`config.mk`:
```
export PLATFORM = sky130hd
export DESIGN_NAME = tlc_set_ram
export DESIGN_NICKNAME = d
export VERILOG_FILES = /design/src/tlc_set_ram.sv
export SDC_FILE = /design/constraint.sdc
export NUM_CORES = 1
export LEC_CHECK = 0
export BUFFER_PORTS_ARGS = -buffer_cell sky130_fd_sc_hd__buf_2
export CORE_ASPECT_RATIO = 1.25
export CORE_UTILIZATION = 35
export DETAILED_ROUTE_END_ITERATION = 12
export HOLD_SLACK_MARGIN = 0.1
export PLACE_DENSITY = 0.6
export SETUP_SLACK_MARGIN = 0.1
export SYNTH_ARGS = -nofsm -noshare
export SYNTH_HDL_FRONTEND = slang
export SYNTH_SLANG_ARGS = --single-unit
export TNS_END_PERCENT = 30
```
`constraint.sdc`:
```
create_clock -name clk_i -period 2.4 [get_ports clk_i]
set_clock_uncertainty 0.05 [all_clocks]
set_input_delay 0.12 -clock clk_i [delete_from_list [all_inputs] [get_ports clk_i]]
set_output_delay 0.12 -clock clk_i [all_outputs]
set_load 0.01 [all_outputs]
```
`src/tlc_set_ram.sv`:
```
module tlc_set_ram #(
  parameter int unsigned DEPTH = 64,
  parameter int unsigned WIDTH = 8
) (
  input  logic                     clk_i,
  input  logic                     we_i,
  input  logic [$clog2(DEPTH)-1:0] waddr_i,
  input  logic [WIDTH-1:0]         wdata_i,
  input  logic                     re_i,
  input  logic [$clog2(DEPTH)-1:0] raddr_i,
  output logic [WIDTH-1:0]         rdata_o
);

  logic [WIDTH-1:0] mem [DEPTH];

  always_ff @(posedge clk_i) begin
    if (we_i) begin
      mem[waddr_i] <= wdata_i;
    end
    if (re_i) begin
      rdata_o <= mem[raddr_i];
    end
  end

endmodule

```
==> metrics, run 1 <==
synth warn=0; drt pass-1 iters=4; Logic pwr share=between 5 and 6%; Area after DPL=0.0222 sq mm; Port Buf Inserts=30; slowest CP cell=mux4_2; most common cell in the synthesized netlist=edfxtp_1; Num Clock Sinks=520; syn nets=963; Synth cell types=39; crit path DAT=2.47 ns; Die ar.=between 0.05 and 0.06 sq mm; slew margin rel.=a little under a third; internal power=roughly 15 mW; VDD IR max=0.000478 V; Crit Path Category=reg2reg; Fin Setup TNS=0 ns; TritonCTS buffer count=46; drt wl/cell=23.9 um; Max stage delay on crit path=0.48 ns; Clk pwr share=around two fifths; Worst setup EP type=flip-flop; post-synth top area share=between 70% and 80%; Critical Path RT=between 2 and 3 ns; Routed WL=45300 um; startpoint types=flip-flop; final net count=about 1100; Sw Ratio=21.0%; Hold Slack=around 0.16 ns; via count=9834; Worst Min Path Start=waddr_i[1]; CP Buf/Inv Count=0; fmax=approximately 450 MHz; initial antenna violation count=2; top_reg_cell synth=edfxtp_1; clock input transition at the sequential cells of the worst setup and hold paths=0.07 ns; synthesized area per cell=21.5 sq um; final core occ=41.6%; Post-synth EDFFs=520; R2R Path End=rdata_o[6]; Max Cap Viol=0; reg2reg start=mem[21][6]; Sw Pwr=3.88 mW; vias per cell=5.18; Netlist Area Pre-Place=0.0202 sq mm; largest area contributor in the netlist=edfxtp_1; drt initial violations=about 840; FF+latch area=roughly 0.016 sq mm; Worst Hold Class=in2reg; Area growth, synth to finish=17.5%; R2R setup slack=~0.18 ns; TritonCTS clock tree=done; filler cell count=5068; Skew-Pair Late Insertion Delay=0.57 ns; sequential share of the synthesized area=77.1%; row cnt=98; PD cells=~770 mW/mm^2; fin area=0.0238 sq mm; Slew Viols, Final=0; H-tree depth=2; Leak=7.61 nW; GPL Wtd Cong=approximately 0.8; sequential share of power=54.8%; Root Driver=clkbuf_16; crit-path cells=mux4_2, mux2_2, o221a_2, nor3_1, o32ai_1; Placed Cells=1808; RSZ-0062 raised after global routing=no; vias in the first global route=about 10000; Starting Density=35.4%; top area cells in the synthesized netlist=edfxtp_1 (77%), mux4_2 (14%), nor2_1 (1.5%), mux2i_1 (1.1%), mux2_2 (0.72%); Non-Filler Instances=1899; Cells after Synth=940; first-pass GRT wire length=67600 um; Top Ports=31; final setup fails=0; GRT Total Usage=15.6%; period utilization=92.4%; minimum clock period=2.22 ns; area of the multi-input gates=~0.0043 sq mm; Synth Register Bits=520; grt total ovfl=0; largest net degree at the start of global routing=65; setup slack after layout=between 0.15 and 0.2 ns; share of layout cells above drive strength 1=33.5%; Hold Path Sink=mem[49][6]; Core Box Area=around 0.057 sq mm; Final Hold Fails=0; CP max FO=1; die extent in y=271 um; hold depth=3; Slew @ Worst Pin=1.03 ns; drt drc=0; CP delay by family, top=multiplexers; status=finished clean; Post-synth ARST share=0%; Reg2Reg Depth=5; Post-CTS Setup Repair Bufs=0; pre-CTS setup slack=-0.172 ns; Post-DRT Antenna Nets=0; total power draw=18.4 mW; CTS max path bufs=3; Post-DP HPWL=29800 um; Post-synth top cells=edfxtp_1 (520), mux4_2 (126), nor2_1 (83); Die Wd=217 um
repair_timing:
action	4_1_cts	5_1_grt
resized for setup	1	0
hold buffers	6	0
setup endpoints to repair	1	0
hold endpoints to repair	145	0
power by group through the flow:
| stage | Sequential, mW | Combinational, mW | Clock, mW |
|---|---|---|---|
| 2_1_floorplan | 10.3 | 0.536 | 0 |
| 3_3_place_gp | 10.3 | 1.01 | 0 |
| 3_5_place_dp | 10.3 | 1.02 | 0 |
| 4_1_cts | 10.1 | 1.03 | 7.46 |
| 5_1_grt | 10.1 | 1.08 | 7.75 |
| 6_report | 10.1 | 1.01 | 7.32 |
area by class of cell:
cell class,instances,share of cell area (%)
tap,750,3.95
multi-input combinational,369,18.2
clock inverter,33,1.25
clock buffer,51,5.01
antenna,1,0.0105
sequential,520,65.7
timing repair buffer,175,5.96
kinds of logic after synthesis:
logic type | Yosys count | share of synthesized area [%]
AOI/OAI and AO/OA | 54 | 2.06
buffers and inverters | 51 | 1.56
DFF | 520 | 77.1
muxes | 162 | 15.9
and+or+nand+nor | 153 | 3.37
metal layers:
metal | track usage [%] | routed length [um] | share of wire, % | up-vias
li1 | - | - | - | 4279
met1 | 19.7 | 18400 | 41 | 5241
met2 | 27.6 | 23800 | 53 | 238
met3 | 2.23 | 1970 | 4.3 | 74
met4 | 4.67 | 1150 | 2.5 | 2
met5 | 0 | 9 | 0.020 | -
sequential cells by signal, summed over array words and instances (netlist names):
signal,count
mem,512
rdata_o,8
worst max-delay path by stage:
stage                from          to  slack [ns]  cells past startpoint
2_1_floorplan  raddr_i[1]  rdata_o[3]        0.42                      7
3_3_place_gp   raddr_i[0]  rdata_o[4]       -0.17                      7
3_5_place_dp   raddr_i[0]  rdata_o[4]       -0.17                      7
4_1_cts        mem[21][6]  rdata_o[6]        0.15                      5
5_1_grt        mem[21][6]  rdata_o[6]        0.11                      5
6_report       mem[21][6]  rdata_o[6]        0.18                      5
worst register-to-register path, delay by kind of cell (launching register included):
kind / cells / cell delay (ns)
multiplexers: 2 / 0.76
AO/OA/AOI/OAI: 2 / 0.42
flip-flops: 1 / 0.37
AND/OR/NAND/NOR: 1 / 0.37
cell usage in the layout (no fill, tap or decap), drive strengths merged, types with 3 or more instances in the layout:
master,count
a21oi,3
nand2,19
clkinv,22
nor2,83
nor3,7
nor2b,14
nand3b,3
a211oi,4
mux2,13
clkinvlp,4
a22oi,3
edfxtp,520
o21ai,4
o2111ai,3
o221ai,8
o2bb2ai,3
inv,3
dlygate4sd3,6
buf,168
nand3,13
bufinv,4
mux2i,23
nand2b,7
clkbuf,52
o22ai,8
mux4,126
a221oi,6
No activity file was read; power rests on OpenSTA's default activity.
==> inputs of run 2 (changes only) <==
--- a/config.mk
+++ b/config.mk
@@ -7,10 +7,11 @@
 export LEC_CHECK = 0
 export BUFFER_PORTS_ARGS = -buffer_cell sky130_fd_sc_hd__buf_2
 export CORE_ASPECT_RATIO = 1.25
-export CORE_UTILIZATION = 35
+export CORE_UTILIZATION = 50
 export DETAILED_ROUTE_END_ITERATION = 12
 export HOLD_SLACK_MARGIN = 0.1
-export PLACE_DENSITY = 0.6
+export PLACE_DENSITY = 0.77
+export REMOVE_ABC_BUFFERS = 1
 export SETUP_SLACK_MARGIN = 0.1
 export SYNTH_ARGS = -nofsm -noshare
 export SYNTH_HDL_FRONTEND = slang
==> run 2 against run 1 <==
  * Worst setup slack worse by 0.0020 ns
  * Via count grew 2.2%
  * Critical endpoint is now rdata_o[7]
  * Global-route usage up 6.9 points
  * Clock power is 7.8% lower
  * Flip-flop and latch count unchanged
  * Register-to-register slack about the same
==> metrics, run 2 (same netlist as run 1, synthesis figures left out) <==
RSZ-0062 raised after global routing=no; vias in the first global route=10400; period utilization=around 92%; Worst setup EP type=flip-flop; Area growth, synth to finish=15.1%; grt total ovfl=0; Skew-Pair Late Insertion Delay=about 0.56 ns; Max Cap Viol=0; GPL Wtd Cong=0.890; startpoint types=flip-flop; drt pass-1 iters=10; initial antenna violation count=0; Slew @ Worst Pin=about 0.73 ns; GRT Total Usage=22.5%; fin area=around 0.023 sq mm; H-tree depth=2; Max stage delay on crit path=0.54 ns; drt initial violations=approximately 1100; Post-DRT Antenna Nets=0; Root Driver=clkbuf_16; TritonCTS clock tree=done; crit-path cells=mux4_2, mux4_2, o21ai_1, nand2_1; Leak=around 7.5 nW; final setup fails=0; vias per cell=roughly 6; Port Buf Inserts=30; PD cells=766 mW/mm^2; Die ar.=0.0413 sq mm; Slew Viols, Final=0; Crit Path Category=reg2reg; drt drc=0; Hold Slack=0.117 ns; Starting Density=50.6%; final net count=1131; slowest CP cell=mux4_2; row cnt=82; minimum clock period=roughly 2.2 ns; Core Box Area=about 0.040 sq mm; CTS max path bufs=3; Post-DP HPWL=slightly below 30000 um; Worst Hold Class=in2reg; Die Wd=182 um; Largest Register=mem; Critical Path RT=2.63 ns; via count=10000; VDD IR max=0.000553 V; # diodes=0; CP most frequent cell=mux4_2; CP max FO=1; Num Clock Sinks=520; hold depth=1; crit path DAT=2.45 ns; max FFs per register=approximately 500; Final Hold Fails=0; Post-CTS Setup Repair Bufs=0; Routed WL=45100 um; status=finished clean; Regs by FF count=mem x512, rdata_o x8; clock input transition at the sequential cells of the worst setup and hold paths=0.06 ns; share of layout cells above drive strength 1=31.6%; die extent in y=227 um; largest net degree at the start of global routing=65; Area after DPL=between 0.02 and 0.025 sq mm; drt wl/cell=27.4 um; TritonCTS buffer count=46; fmax=451 MHz; commonest non-fill, non-tap cell in the layout=edfxtp_1; slew margin rel.=between 50% and 60%; first-pass GRT wire length=66700 um; Reg2Reg Depth=4; final core occ=58.3%; Top Ports=31; commonest non-fill, non-tap cells in the layout=edfxtp_1 (520), mux4_2 (126), buf_4 (124), nor2_1 (83), clkbuf_16 (49)
run 2: final timing paths:
kind / startpoint / endpoint / slack [ns]
hold / removal: wdata_i[1] / mem[29][1] / 0.12
hold reg to reg: mem[34][2] / rdata_o[2] / 0.91
setup / recovery: mem[51][7] / rdata_o[7] / 0.18
setup reg to reg: mem[51][7] / rdata_o[7] / 0.18
run 2: area by class of cell:
type	instances	area, sq um
clock buffer	58	1260
sequential	520	15600
clock inverter	23	97.6
fill	2799	16700
multi-input combinational	369	4320
tap	504	631
timing repair buffer	171	1390
run 2: worst max-delay path, delay by kind of cell (launching register included):
family | cells | cell delay, ns
AO/OA/AOI/OAI | 1 | 0.34
flip-flops | 1 | 0.38
multiplexers | 2 | 1.06
AND/OR/NAND/NOR | 1 | 0.11
run 2: through the flow:
step	setup WS [ns]	setup TNS [ns]	power, mW	instances
detailed placement	-0.165	-0.237	11.3	1557
global placement	-0.140	-0.145	11.3	1557
finish	0.181	0	17.9	1645
CTS	0.125	0	17.9	1645
global route	0.180	0	18.3	1645
floorplan	0.527	0	10.7	889
run 2: per-layer routing:
| layer | wire (um) | GRT usage [%] |
|---|---|---|
| met4 | 1750 | 9.19 |
| met2 | 23100 | 38.7 |
| met3 | 3360 | 4.51 |
| met1 | 16900 | 28.3 |
| met5 | 0 | 0 |
run 2: what timing repair did:
item / CTS / global route
hold buffers: 7 / 0
setup endpoints to repair: 0 / 1
hold endpoints to repair: 81 / 0
resized for setup: 0 / 1
run 2: report_power, final:
part	leakage [nW]	switching, mW	total, mW	internal, mW
Sequential	4.69	0.0250	10.1	10.1
Combinational	2.17	0.597	1.02	0.421
Clock	0.665	3.06	6.75	3.69
==> inputs of run 3 (changes only) <==
--- a/config.mk
+++ b/config.mk
@@ -6,9 +6,9 @@
 export NUM_CORES = 1
 export LEC_CHECK = 0
 export BUFFER_PORTS_ARGS = -buffer_cell sky130_fd_sc_hd__buf_2
-export CORE_ASPECT_RATIO = 1.25
 export CORE_UTILIZATION = 50
 export DETAILED_ROUTE_END_ITERATION = 12
+export GPL_TIMING_DRIVEN = 0
 export HOLD_SLACK_MARGIN = 0.1
 export PLACE_DENSITY = 0.77
 export REMOVE_ABC_BUFFERS = 1
==> constraint.sdc (replaced) <==
create_clock -name clk_i -period 2.4 [get_ports clk_i]
set_clock_uncertainty 0.05 [all_clocks]
set_input_delay 0.24 -clock clk_i [delete_from_list [all_inputs] [get_ports clk_i]]
set_output_delay 0.24 -clock clk_i [all_outputs]
set_load 0.01 [all_outputs]
==> run 3 against run 2 <==
  * Power rose by 2.1%
  * Register-to-register slack got worse by 0.14 ns
  * Flip-flop and latch count did not move
  * Critical path depth rose by 1
  * Wire length fell by 6.5%
  * Clock-buffer cell count rose by 1
  * Via count fell by 3.8%
  * Worst setup slack got worse by 0.14 ns
  * First-iteration DRC count rose by 3.9%
==> metrics, run 3 (same netlist as run 1, synthesis figures left out) <==
status=finished clean; Setup crit start=mem[28][6]; reg2reg start=mem[28][6]; Critical Path RT=about 2.6 ns; Crit Path Category=reg2reg; largest net degree at the start of global routing=65; Regs by FF count=mem x512, rdata_o x8; vias per cell=6.28; first-pass GRT wire length=62800 um; Num Clock Sinks=520; drt initial violations=1169; Core Box Area=0.0398 sq mm; Worst Hold Class=in2reg; Slew Viols, Final=0; row cnt=73; H-tree depth=2; commonest non-fill, non-tap cell in the layout=edfxtp_1; Post-DRT Antenna Nets=0; crit path DAT=2.56 ns; slew margin rel.=around 15%; Final Hold Fails=0; hold depth=2; fin area=roughly 0.022 sq mm; Reg2Reg Depth=5; Post-CTS Setup Repair Bufs=0; GRT Total Usage=about a fifth; Routed WL=42200 um; CTS max path bufs=3; grt total ovfl=0; TritonCTS clock tree=done; minimum clock period=roughly 2.4 ns; Slew @ Worst Pin=1.27 ns; Post-DP HPWL=23200 um; Skew-Pair Late Insertion Delay=0.56 ns; commonest non-fill, non-tap cells in the layout=edfxtp_1 (520), mux4_2 (126), nor2_1 (83), clkbuf_16 (49), buf_2 (26); RSZ-0062 raised after global routing=yes; vias in the first global route=roughly 10000; die extent in y=203 um; Worst setup EP type=flip-flop; Starting Density=between 50% and 60%; Root Driver=clkbuf_16; final net count=999; fmax=~420 MHz; PD cells=approximately 810 mW/mm^2; VDD IR max=0.000540 V; via count=9664; Worst Min Path Start=waddr_i[2]; final setup fails=0; Die ar.=0.0413 sq mm; Area growth, synth to finish=10.9%; CP max FO=1; Largest Register=mem; initial antenna violation count=1; drt drc=0; period utilization=98.1%; Die Wd=roughly 200 um; Port Buf Inserts=30; Leak=6.92 nW; TritonCTS buffer count=48; Area after DPL=0.0208 sq mm; clock input transition at the sequential cells of the worst setup and hold paths=0.06 ns; Max Cap Viol=0; Fin Setup TNS=0 ns; Top Ports=31; GPL Wtd Cong=0.878; drt pass-1 iters=5; startpoint types=flip-flop; share of layout cells above drive strength 1=23.7%; max FFs per register=512; drt wl/cell=27.5 um
[run 3: critical path, cell delays in order (launching register included)]
cell	delay, ns
edfxtp_1	0.40
mux4_2	0.48
mux2_2	0.30
o221a_2	0.28
nor3_1	0.33
o32ai_1	0.23
[run 3: path summary, 6_finish.rpt]
kind / to / slack, ns
worst max-delay path: rdata_o[6] / 0.05
worst min-delay path: mem[49][3] / 0.19
worst max register to register: rdata_o[6] / 0.05
worst min register to register: rdata_o[1] / 0.91
[run 3: routing by layer]
layer  routed length, um  GRT usage [%]  vias to the layer above
met4                1430           8.03                        0
met1               16400           28.8                     5032
met2               21000           34.6                      530
li1                    -              -                     4009
met5                   0              0                        -
met3                3380           3.20                       93
[run 3: power breakdown]
part / internal (mW) / total (mW) / switching (mW)
sequential: 10.1 / 10.1 / 0.0177
clock: 4.04 / 7.21 / 3.16
combinational: 0.357 / 0.927 / 0.570
[run 3: what timing repair did]
| action | 4_1_cts | 5_1_grt |
|---|---|---|
| cloned | 3 | 0 |
| setup endpoints to repair | 8 | 6 |
| hold buffers | 1 | 0 |
| resized for setup | 8 | 2 |
| pin swaps | 0 | 0 |
| hold endpoints to repair | 8 | 0 |
[run 3: stage by stage]
step / hold WS [ns] / std cells / power [mW] / util, % / worst slack [ns]
after floorplan: 0.289 / 889 / 10.7 / - / 0.527
after global placement: 0.598 / 1444 / 11.2 / 52.1 / -3.85
after detailed placement: 0.602 / 1447 / 11.2 / 52.3 / -1.06
after CTS: 0.235 / 1537 / 18.3 / 56.4 / 0.0843
after global routing: 0.197 / 1538 / 18.7 / 56.4 / 0.0383
final: 0.188 / 1538 / 18.2 / 56.4 / 0.0451
[run 3: area by class of cell]
class,count,area (sq um)
fillers,2838,17400
clock buffers,59,1260
diodes,1,2.50
multi-input cells,369,4340
clock inverters,27,195
flip-flops and latches,520,15600
well taps,525,657
repair buffers,37,382
