## config.mk

```make
export PLATFORM = sky130hd
export DESIGN_NAME = tlc_stats
export DESIGN_NICKNAME = d
export VERILOG_FILES = /design/src/tlc_pkg.sv /design/src/tlc_stats.sv
export SDC_FILE = /design/constraint.sdc
export NUM_CORES = 1
export LEC_CHECK = 0
export BUFFER_PORTS_ARGS = -buffer_cell sky130_fd_sc_hd__clkbuf_2
export CAP_MARGIN = 20
export CORE_MARGIN = 2
export CORE_UTILIZATION = 60
export CTS_BUF_LIST = sky130_fd_sc_hd__clkbuf_16
export CTS_CLUSTER_DIAMETER = 150
export CTS_CLUSTER_SIZE = 20
export DETAILED_ROUTE_END_ITERATION = 10
export GPL_TIMING_DRIVEN = 0
export PLACE_DENSITY = 0.86
export SYNTH_ARGS = -nofsm -noshare
export SYNTH_HDL_FRONTEND = slang
export SYNTH_SLANG_ARGS = --single-unit
```

## constraint.sdc

```tcl
create_clock -name clk_i -period 3.44 [get_ports clk_i]
set_clock_uncertainty 0.2 [all_clocks]
set_input_delay 0.86 -clock clk_i [delete_from_list [all_inputs] [get_ports clk_i]]
set_output_delay 0.86 -clock clk_i [all_outputs]
set_load 0.005 [all_outputs]
```

## src/tlc_pkg.sv

```systemverilog
package tlc_pkg;

  localparam int unsigned ADDR_BITS   = 48;
  localparam int unsigned OFF_BITS    = 6;
  localparam int unsigned WAYS        = 8;
  localparam int unsigned WAY_BITS    = 3;
  localparam int unsigned L1_SETS     = 64;
  localparam int unsigned L2_SETS     = 512;
  localparam int unsigned L1_SET_BITS = 6;
  localparam int unsigned L2_SET_BITS = 9;
  localparam int unsigned LINE_BITS   = ADDR_BITS - OFF_BITS;
  localparam int unsigned T1_BITS     = LINE_BITS - L1_SET_BITS;
  localparam int unsigned T2_BITS     = LINE_BITS - L2_SET_BITS;
  localparam int unsigned SET_GAP     = L2_SET_BITS - L1_SET_BITS;
  localparam int unsigned CNT_BITS    = 40;
  localparam int unsigned ORD_BITS    = WAYS * WAYS;

  localparam logic [ORD_BITS-1:0] ORDER_INIT = 64'h7F3F1F0F07030100;

  typedef struct packed {
    logic [WAYS-1:0][T1_BITS-1:0] tags;
    logic [WAYS-1:0]              valid;
    logic [WAYS-1:0]              dirty;
    logic [ORD_BITS-1:0]          order;
  } l1_set_t;

  typedef struct packed {
    logic [WAYS-1:0][T2_BITS-1:0] tags;
    logic [WAYS-1:0]              valid;
    logic [WAYS-1:0]              dirty;
    logic [ORD_BITS-1:0]          order;
  } l2_set_t;

  typedef struct packed {
    logic [CNT_BITS-1:0] reads;
    logic [CNT_BITS-1:0] writes;
    logic [CNT_BITS-1:0] l1_hits;
    logic [CNT_BITS-1:0] first_misses;
    logic [CNT_BITS-1:0] l2_hits;
    logic [CNT_BITS-1:0] second_misses;
    logic [CNT_BITS-1:0] wbs;
  } cnt_t;

  typedef struct packed {
    logic       en;
    logic       first;
    logic       write_op;
    logic       l1_hit;
    logic       l2_hit;
    logic [1:0] wb;
  } stats_upd_t;

  // Lowest set bit; the top bit of the result says whether any bit was set.
  function automatic logic [WAY_BITS:0] lowest(logic [WAYS-1:0] v);
    logic [WAY_BITS:0] r;
    r = '0;
    for (int i = WAYS - 1; i >= 0; i--) begin
      if (v[i]) begin
        r = {1'b1, WAY_BITS'(i)};
      end
    end
    return r;
  endfunction

  // Row of the touched way becomes all ones, then its column is cleared.
  function automatic logic [ORD_BITS-1:0] order_touch(logic [ORD_BITS-1:0] m,
                                                      logic [WAY_BITS-1:0] w);
    logic [ORD_BITS-1:0] r;
    r = m;
    for (int j = 0; j < WAYS; j++) begin
      r[{w, WAY_BITS'(j)}] = 1'b1;
    end
    for (int i = 0; i < WAYS; i++) begin
      r[{WAY_BITS'(i), w}] = 1'b0;
    end
    return r;
  endfunction

  function automatic logic [WAY_BITS-1:0] pick_victim(logic [ORD_BITS-1:0] m,
                                                      logic [WAYS-1:0] valid);
    logic [WAYS-1:0]   empty_row;
    logic [WAY_BITS:0] r;
    for (int i = 0; i < WAYS; i++) begin
      empty_row[i] = (m[i*WAYS +: WAYS] == '0);
    end
    if (valid != '1) begin
      r = lowest(~valid);
    end else begin
      r = lowest(empty_row);
    end
    return r[WAY_BITS-1:0];
  endfunction

  function automatic logic [WAY_BITS:0] l2_probe(l2_set_t row, logic [T2_BITS-1:0] tag);
    logic [WAYS-1:0] hv;
    for (int i = 0; i < WAYS; i++) begin
      hv[i] = row.valid[i] && (row.tags[i] == tag);
    end
    return lowest(hv);
  endfunction

  function automatic logic l2_alloc_wb(l2_set_t row);
    logic [WAY_BITS-1:0] v;
    v = pick_victim(row.order, row.valid);
    return row.valid[v] & row.dirty[v];
  endfunction

  function automatic l2_set_t l2_alloc(l2_set_t row, logic [T2_BITS-1:0] tag, logic dirty);
    logic [WAY_BITS-1:0] v;
    l2_set_t             r;
    v = pick_victim(row.order, row.valid);
    r = row;
    r.tags[v]  = tag;
    r.valid[v] = 1'b1;
    r.dirty[v] = dirty;
    r.order    = order_touch(row.order, v);
    return r;
  endfunction

endpackage

```

## src/tlc_stats.sv

```systemverilog
module tlc_stats (
  input  logic                clk_i,
  input  logic                rst_ni,
  input  tlc_pkg::stats_upd_t upd_i,
  output tlc_pkg::cnt_t       cnt_o
);
  import tlc_pkg::*;

  cnt_t cnt_q, cnt_d, base;

  always_comb begin
    base  = upd_i.first ? '0 : cnt_q;
    cnt_d = cnt_q;
    if (upd_i.en) begin
      cnt_d.reads         = base.reads + CNT_BITS'(!upd_i.write_op);
      cnt_d.writes        = base.writes + CNT_BITS'(upd_i.write_op);
      cnt_d.l1_hits       = base.l1_hits + CNT_BITS'(upd_i.l1_hit);
      cnt_d.first_misses  = base.first_misses + CNT_BITS'(!upd_i.l1_hit);
      cnt_d.l2_hits       = base.l2_hits + CNT_BITS'(upd_i.l2_hit);
      cnt_d.second_misses = base.second_misses + CNT_BITS'(!upd_i.l1_hit && !upd_i.l2_hit);
      cnt_d.wbs           = base.wbs + CNT_BITS'(upd_i.wb);
    end
  end

  always_ff @(posedge clk_i or negedge rst_ni) begin
    if (!rst_ni) begin
      cnt_q <= '0;
    end else begin
      cnt_q <= cnt_d;
    end
  end

  assign cnt_o = cnt_q;

endmodule

```

==> summary.md, run 1 <==
| Metric | Value |
|---|---|
| H-tree depth | 1 |
| Synth Area per Inst | 9.345 um^2 |
| Final core utilization | 72.30% |
| Worst hold path class | primary input to async pin |
| DRC violations left | 0 |
| Clock period minus worst slack | 3.319 ns |
| Dominant cell type by area after synthesis | dfrtp_1 |
| Number of fillers in the final layout | 1757 |
| Syn nets | 1600 |
| CTS tree | done |
| Clk_lat worst skew | 0.50 ns |
| Most common cell in the netlist | nand2_1 |
| Post-synth cell types | 57 |
| CTS Sinks | 280 |
| Final setup TNS | 0 ns |
| Pint | 4438 uW |
| Die Ht | 160.7 um |
| Leak | 0.007530 uW |
| Vias/cell | 6.021 |
| 1st-pass router iterations | 5 |
| NumNets Final | 1923 |
| Worst-path clk slew | 0.09 ns |
| Crit share post-route | 96.48% |
| Critical path class | primary input to flop |
| Ys flop type | dfrtp_1 |
| Synthesis Warnings | 0 |
| Crit Path Max Fanout | 19 |
| Clock buffer depth | 3 |
| Initial antenna violation count | 1 |
| Global-route wire length before repair | 70000 um |
| Die ar. | 0.02582 mm^2 |
| Post-Layout Cell Count | 2222 |
| Cts bufs inserted | 17 |
| Cell area after layout | 0.01748 mm^2 |
| Worst r2r dst | cnt_o[155]$_DFFE_PN0P_ |
| Worst setup EP type | flop |
| Area of the multi-input gates | 0.007512 mm^2 |
| Synth cell count leaders | nand2_1, dfrtp_1, xnor2_1 |
| ANT nets after route | 0 |
| Synth-to-Final Area Change | 18.68% |
| Max-slew headroom | 36.73% |
| Pre-CTS WS | -1.150 ns |
| Sequential Power Share | 57.6% |
| Final Hold Fails | 0 |
| Pins over their slew limit | 0 |
| Gr ovfl total | 0 |
| Die W | 160.7 um |
| GP Congestion | 0.9197 |
| Count of input and output buffers | 288 |
| Largest cells by area after synthesis | dfrtp_1, nand2_1, xnor2_1 |
| Core ar. | 0.02418 mm^2 |
| Floorplan row count | 57 |
| Unrepaired setup endpoints after global routing | false |
| Power per cell area | 341.4 mW/mm^2 |
| Max-Cap Viols | 0 |
| Setup crit start kind | primary input |
| Initial Util | 60.92% |
| Yosys top cell area share | 47.57% |
| Largest net degree at the start of global routing | 109 |
| Worst path arrival time | 3.54 ns |
| Placed insts | 2190 |
| # setup viols final | 0 |
| Register area share after synthesis | 47.57% |
| Switching power | 1530 uW |
| Post-synth EDFFs | 0 |
| Worst Tran Pin Value | 0.9491 ns |
| DR WL/cell | 20.05 um |
| Post-DP HPWL | 32170 um |
| I/O pins | 289 |
| Routed WL | 44550 um |
| CTS hold repair buffers | 0 |
| Yosys reg bits | 280 |
| DP Area | 0.01675 mm^2 |
| Worst reg2reg path depth | 6 |
| F_max | 0.3013 GHz |
| Comb power frac | 9.5% |
| Cell area after synthesis | 0.01473 mm^2 |
| Clk pwr share | 32.9% |
| DR vias | 13379 |
| Ratio of cells with drive above 1 in the final layout | 21.67% |
| Flop-to-flop setup slack | 0.99 ns |
| Register area | 0.007007 mm^2 |
| Reg2reg start | cnt_o[126]$_DFFE_PN0P_ |
| Switch share | 25.63% |
| Aggregate global-route resource usage | 34.20% |
| Initial DRC count | 1458 |
| Worst path required time | 3.66 ns |
| Vias in the first global route | 12853 |
| Clock Tree Root | clkbuf_16 |
| Max reg flops | 280 |
| Final worst slack | 0.1211 ns |
| Post-synth ARST share | 100.0% |
| Synth Instances | 1576 |
| Crit. Startpoint | upd_i[5] |
| Max rail drop VDD | 0.3031 mV |
| Outcome | finished, final reports clean |
## routing by layer
layer / GRT usage, % / wire length [um] / up-vias / share of wire (%)
met3: 6.741 / 4064 / 144 / 9.1
met5: 0 / 0 / - / 0
met4: 15.93 / 2122 / 0 / 4.8
li1: - / - / 6038 / -
met2: 53.68 / 20590 / 697 / 46
met1: 46.22 / 17780 / 6500 / 40
## cell families (layout without fill, tap and decap cells)
family | after synthesis | count (layout) | synth area share [%]
AOI/OAI and AO/OA | 86 | 86 | 3.534
xor gates and xnor gates | 227 | 227 | 13.50
adders and majority gates | 15 | 15 | 1.325
buffers and inverters | 104 | 425 | 2.829
DFF | 280 | 280 | 47.57
muxes | 28 | 28 | 2.039
other | 0 | 1 | 0
and+or+nand+nor | 836 | 836 | 29.20
## power by group through the flow
stage	Sequential (uW)	Clock [uW]	Combinational, uW
detailed placement	3500	0	549
global route	3450	2110	612
finish	3440	1960	568
floorplan	3490	0	241
CTS	3430	1990	563
global placement	3490	0	526
## placed cells by master, fill, tap and decap left out, types with 14 or more instances in the layout
| master | n |
|---|---|
| nor2_1 | 77 |
| nor2b_1 | 21 |
| buf_4 | 20 |
| nand4b_1 | 14 |
| and3_1 | 30 |
| dfrtp_1 | 280 |
| inv_1 | 39 |
| o21ai_0 | 16 |
| o22ai_1 | 29 |
| xnor2_1 | 126 |
| clkbuf_2 | 287 |
| nand2_1 | 342 |
| and4b_1 | 14 |
| clkbuf_16 | 18 |
| nand3_1 | 84 |
| a21oi_1 | 23 |
| nor4_1 | 16 |
| and2_1 | 14 |
| xor2_1 | 101 |
| nand4_1 | 67 |
| clkbuf_1 | 31 |
| nor3_1 | 58 |
| and4_1 | 14 |
| mux2_2 | 16 |
## cell type report
class	instances	area share, %
Timing Repair Buffer	308	9.434
Sequential cell	280	40.09
Antenna cell	1	0.01432
Buffer	60	1.875
Clock buffer	17	2.434
Multi-Input combinational cell	1192	42.98
Tap cell	324	2.319
Inverter	40	0.8590
## metrics by stage
step           total power (uW)  hold slack [ns]
2_1_floorplan              3734           0.2866
3_3_place_gp               4019           0.3065
3_5_place_dp               4048           0.3143
4_1_cts                    5983           0.1954
5_1_grt                    6167           0.2082
6_report                   5968           0.1693
## repair_timing
action / CTS / global route
setup endpoints to repair: 107 / 72
pin swaps: 12 / 7
buffers inserted: 10 / 8
resized for setup: 30 / 12
## worst max path at each step
stage / endpoint / slack, ns
4_1_cts: cnt_o[116]$_DFFE_PN0P_ / 0.009
6_report: cnt_o[35]$_DFFE_PN0P_ / 0.12
5_1_grt: cnt_o[35]$_DFFE_PN0P_ / 0.04
3_3_place_gp: cnt_o[30]$_DFFE_PN0P_ / -4.53
3_5_place_dp: cnt_o[35]$_DFFE_PN0P_ / -1.15
2_1_floorplan: cnt_o[34]$_DFFE_PN0P_ / -0.03
## worst max-delay path, stage by stage
cell and delay (ns):
clkbuf_8 0.16, clkbuf_16 0.22, buf_6 0.19, buf_8 0.20
buf_6 0.20, nor2b_1 0.09, ha_1 0.28, a21oi_1 0.13
nor4_4 0.43, nand4_1 0.14, buf_4 0.20, nor4_2 0.26
xnor2_1 0.15
Power figures use the tool's default switching activity.
==> run 2: changes to the inputs <==
CORE_ASPECT_RATIO = 0.75   (was unset)
==> run 2 against run 1 <==
Sequential power about the same; critical path type unchanged; critical path depth up 2; power up 0.50%; maximum frequency up 0.13%; design area up 0.24%; combinational power up 2%; cell count up 0.27%; die area about the same; critical endpoint is now cnt_o[17]$_DFFE_PN0P_; clock power about the same.
==> summary.md, run 2 (synthesis results as in run 1) <==
| Metric | Value |
|---|---|
| Outcome | finished, final reports clean |
| Die W | 184.9 um (+15%) |
| Worst hold path class | primary input to async pin |
| Clock period minus worst slack | 3.315 ns (-0.004335 ns) |
| Worst path arrival time | 3.52 ns (-0.02 ns) |
| Max rail drop VDD | 0.2957 mV (-2.5%) |
| Kind of cell adding the most delay to the critical path | buffers and inverters |
| Critical path class | primary input to flop |
| Aggregate global-route resource usage | 35.30% (+1.1 points) |
| Crit Path Max Fanout | 19 (unchanged) |
| Power per cell area | 342.3 mW/mm^2 (+0.26%) |
| Largest net degree at the start of global routing | 110 (+0.92%) |
| Overall power | 5998 uW (+0.50%) |
| CTS tree | done |
| Setup crit start kind | primary input |
| Die ar. | 0.02583 mm^2 (about the same) |
| Max-Cap Viols | 0 (unchanged) |
| Ratio of cells with drive above 1 in the final layout | 21.72% (+0.053 points) |
| Floorplan row count | 49 (-14%) |
| Crit-path cells | buf_4 > clkbuf_16 > clkbuf_8 > buf_8 > buf_8 > nor2b_4 > ha_4 > buf_4 > buf_4 > a21oi_1 > nor4_4 > buf_4 > and2_1 > and4b_1 > xnor2_1 |
| Vias/cell | 6.068 (+0.78%) |
| Switch share | 25.90% (+0.27 points) |
| Post-DP HPWL | 32780 um (+1.9%) |
| Switching power | 1554 uW (+1.6%) |
| Sequential Power Share | 57.4% (-0.2 points) |
| DR vias | 13520 (+1.1%) |
| # setup viols final | 0 (unchanged) |
| Initial Util | 61.28% (+0.36 points) |
| Count of input and output buffers | 288 (unchanged) |
| Cts bufs inserted | 17 (unchanged) |
| Clock Tree Root | clkbuf_16 |
| Die Ht | 139.7 um (-13%) |
| Met1 usage | 51.56% (+5.3 points) |
| Most frequent CP cell | buf_4 |
| Area of the multi-input gates | 0.007545 mm^2 (+0.43%) |
| Vias in the first global route | 13027 (+1.4%) |
| Max reg flops | 280 (unchanged) |
| Gr ovfl total | 0 (unchanged) |
| ANT nets after route | 0 (unchanged) |
| Routed WL | 45740 um (+2.7%) |
| Busiest grt layer | met2 |
| Commonest non-fill, non-tap cells in the layout | nand2_1, clkbuf_2, dfrtp_1 |
| Worst Tran Pin Value | 0.8872 ns (-0.06195 ns) |
| GP Congestion | 0.9336 (+1.5%) |
| Number of antenna diodes | 0 (-1) |
| Global-route wire length before repair | 71880 um (+2.7%) |
| Pint | 4444 uW (+0.14%) |
| Clk pwr share | 33.0% (about the same) |
| Most common cell after layout, fill and taps aside | nand2_1 |
| Comb power frac | 9.7% (+0.2 points) |
| Worst path max stage delay | 0.39 ns (-0.04 ns) |
| Initial antenna violation count | 0 (-1) |
| Final Hold Fails | 0 (unchanged) |
| Pins over their slew limit | 0 (unchanged) |
| Clk_lat worst skew | 0.51 ns (about the same) |
| GRT met3 Usage | 7.276% (+0.53 points) |
| F_max | 0.3017 GHz (+0.13%) |
| Unrepaired setup endpoints after global routing | false |
| Final core utilization | 72.90% (+0.60 points) |
| Synth-to-Final Area Change | 18.96% |
| M2 GR Usage | 53.26% (-0.42 points) |
| Core ar. | 0.02403 mm^2 (-0.60%) |
| Initial DRC count | 1259 (-14%) |
| Leak | 0.007562 uW (+0.43%) |
| NumNets Final | 1923 (unchanged) |
| CTS hold repair buffers | 0 (unchanged) |
| Worst path required time | 3.64 ns (-0.02 ns) |
| Flop-to-flop setup slack | 0.93 ns (-0.06 ns) |
| CTS Sinks | 280 (unchanged) |
| I/O pins | 289 (unchanged) |
| 1st-pass router iterations | 6 (+1) |
| Worst setup EP type | flop |
| Buf/Inv on CP | 8 (+2) |
| Register area | 0.007007 mm^2 (unchanged) |
| Crit share post-route | 96.35% (-0.13 points) |
| Clock buffer depth | 3 (unchanged) |
| DR WL/cell | 20.53 um (+2.4%) |
| DRC violations left | 0 (unchanged) |
| Crit-path slowest cell | a21oi_1 |
| Number of fillers in the final layout | 1796 (+2.2%) |
| H-tree depth | 1 (unchanged) |
| Max-slew headroom | 40.86% (+4.1 points) |
| Worst-path clk slew | 0.08 ns (about the same) |
run 2: worst paths after layout:
check | start | to | cells past startpoint
setup / recovery | upd_i[5] | cnt_o[17]$_DFFE_PN0P_ | 15
hold / removal | rst_ni | cnt_o[111]$_DFFE_PN0P_ | 1
setup reg to reg | cnt_o[126]$_DFFE_PN0P_ | cnt_o[155]$_DFFE_PN0P_ | 6
hold reg to reg | cnt_o[120]$_DFFE_PN0P_ | cnt_o[120]$_DFFE_PN0P_ | 1
max in group asynchronous | rst_ni | cnt_o[213]$_DFFE_PN0P_ | 2
min in group clk_i | cnt_o[120]$_DFFE_PN0P_ | cnt_o[120]$_DFFE_PN0P_ | 1
run 2: metrics by stage:
step                hold slack [ns]  cells   TNS, ns  setup slack, ns  area [um^2]
CTS                          0.2390   2223         0         0.004432        17390
finish                       0.2151   2228         0           0.1254        17520
detailed placement           0.3150   2197   -122.40           -1.158        16760
global route                 0.2751   2228         0          0.03901        17520
global placement             0.3066   2195  -1400.53           -4.629        16700
floorplan                    0.2866   1576  -0.03351         -0.03351        14840
run 2: power groups by stage:
stage          combinational [uW]  clock [uW]  sequential, uW
2_1_floorplan                 241           0            3490
5_1_grt                       624        2120            3450
6_report                      579        1980            3440
3_3_place_gp                  529           0            3500
4_1_cts                       565        1990            3430
3_5_place_dp                  555           0            3500
run 2: area by class of cell:
cell class / count / share of cell area (%)
timing repair buffer: 308 / 9.398
sequential: 280 / 39.99
inverter: 40 / 0.8570
multi-input combinational: 1192 / 43.06
buffer: 60 / 1.900
tap: 331 / 2.364
clock buffer: 17 / 2.428
run 2: worst reg2reg max path: stages (launching register included):
cell     delay [ns]
dfrtp_1        0.44
nand4_1        0.22
or4_1          0.63
or3_1          0.39
buf_6          0.17
nor3_1         0.23
xnor2_1        0.16
run 2: layer usage:
metal	up-vias	wire length, um
met5	-	0
met4	0	1511
met3	113	4500
met2	709	20070
met1	6658	19660
li1	6040	-
run 2: timing repair:
action | 4_1_cts | 5_1_grt
gates resized for setup | 26 | 22
endpoints found under the setup margin | 102 | 86
setup buffers | 11 | 7
pin swaps | 11 | 9
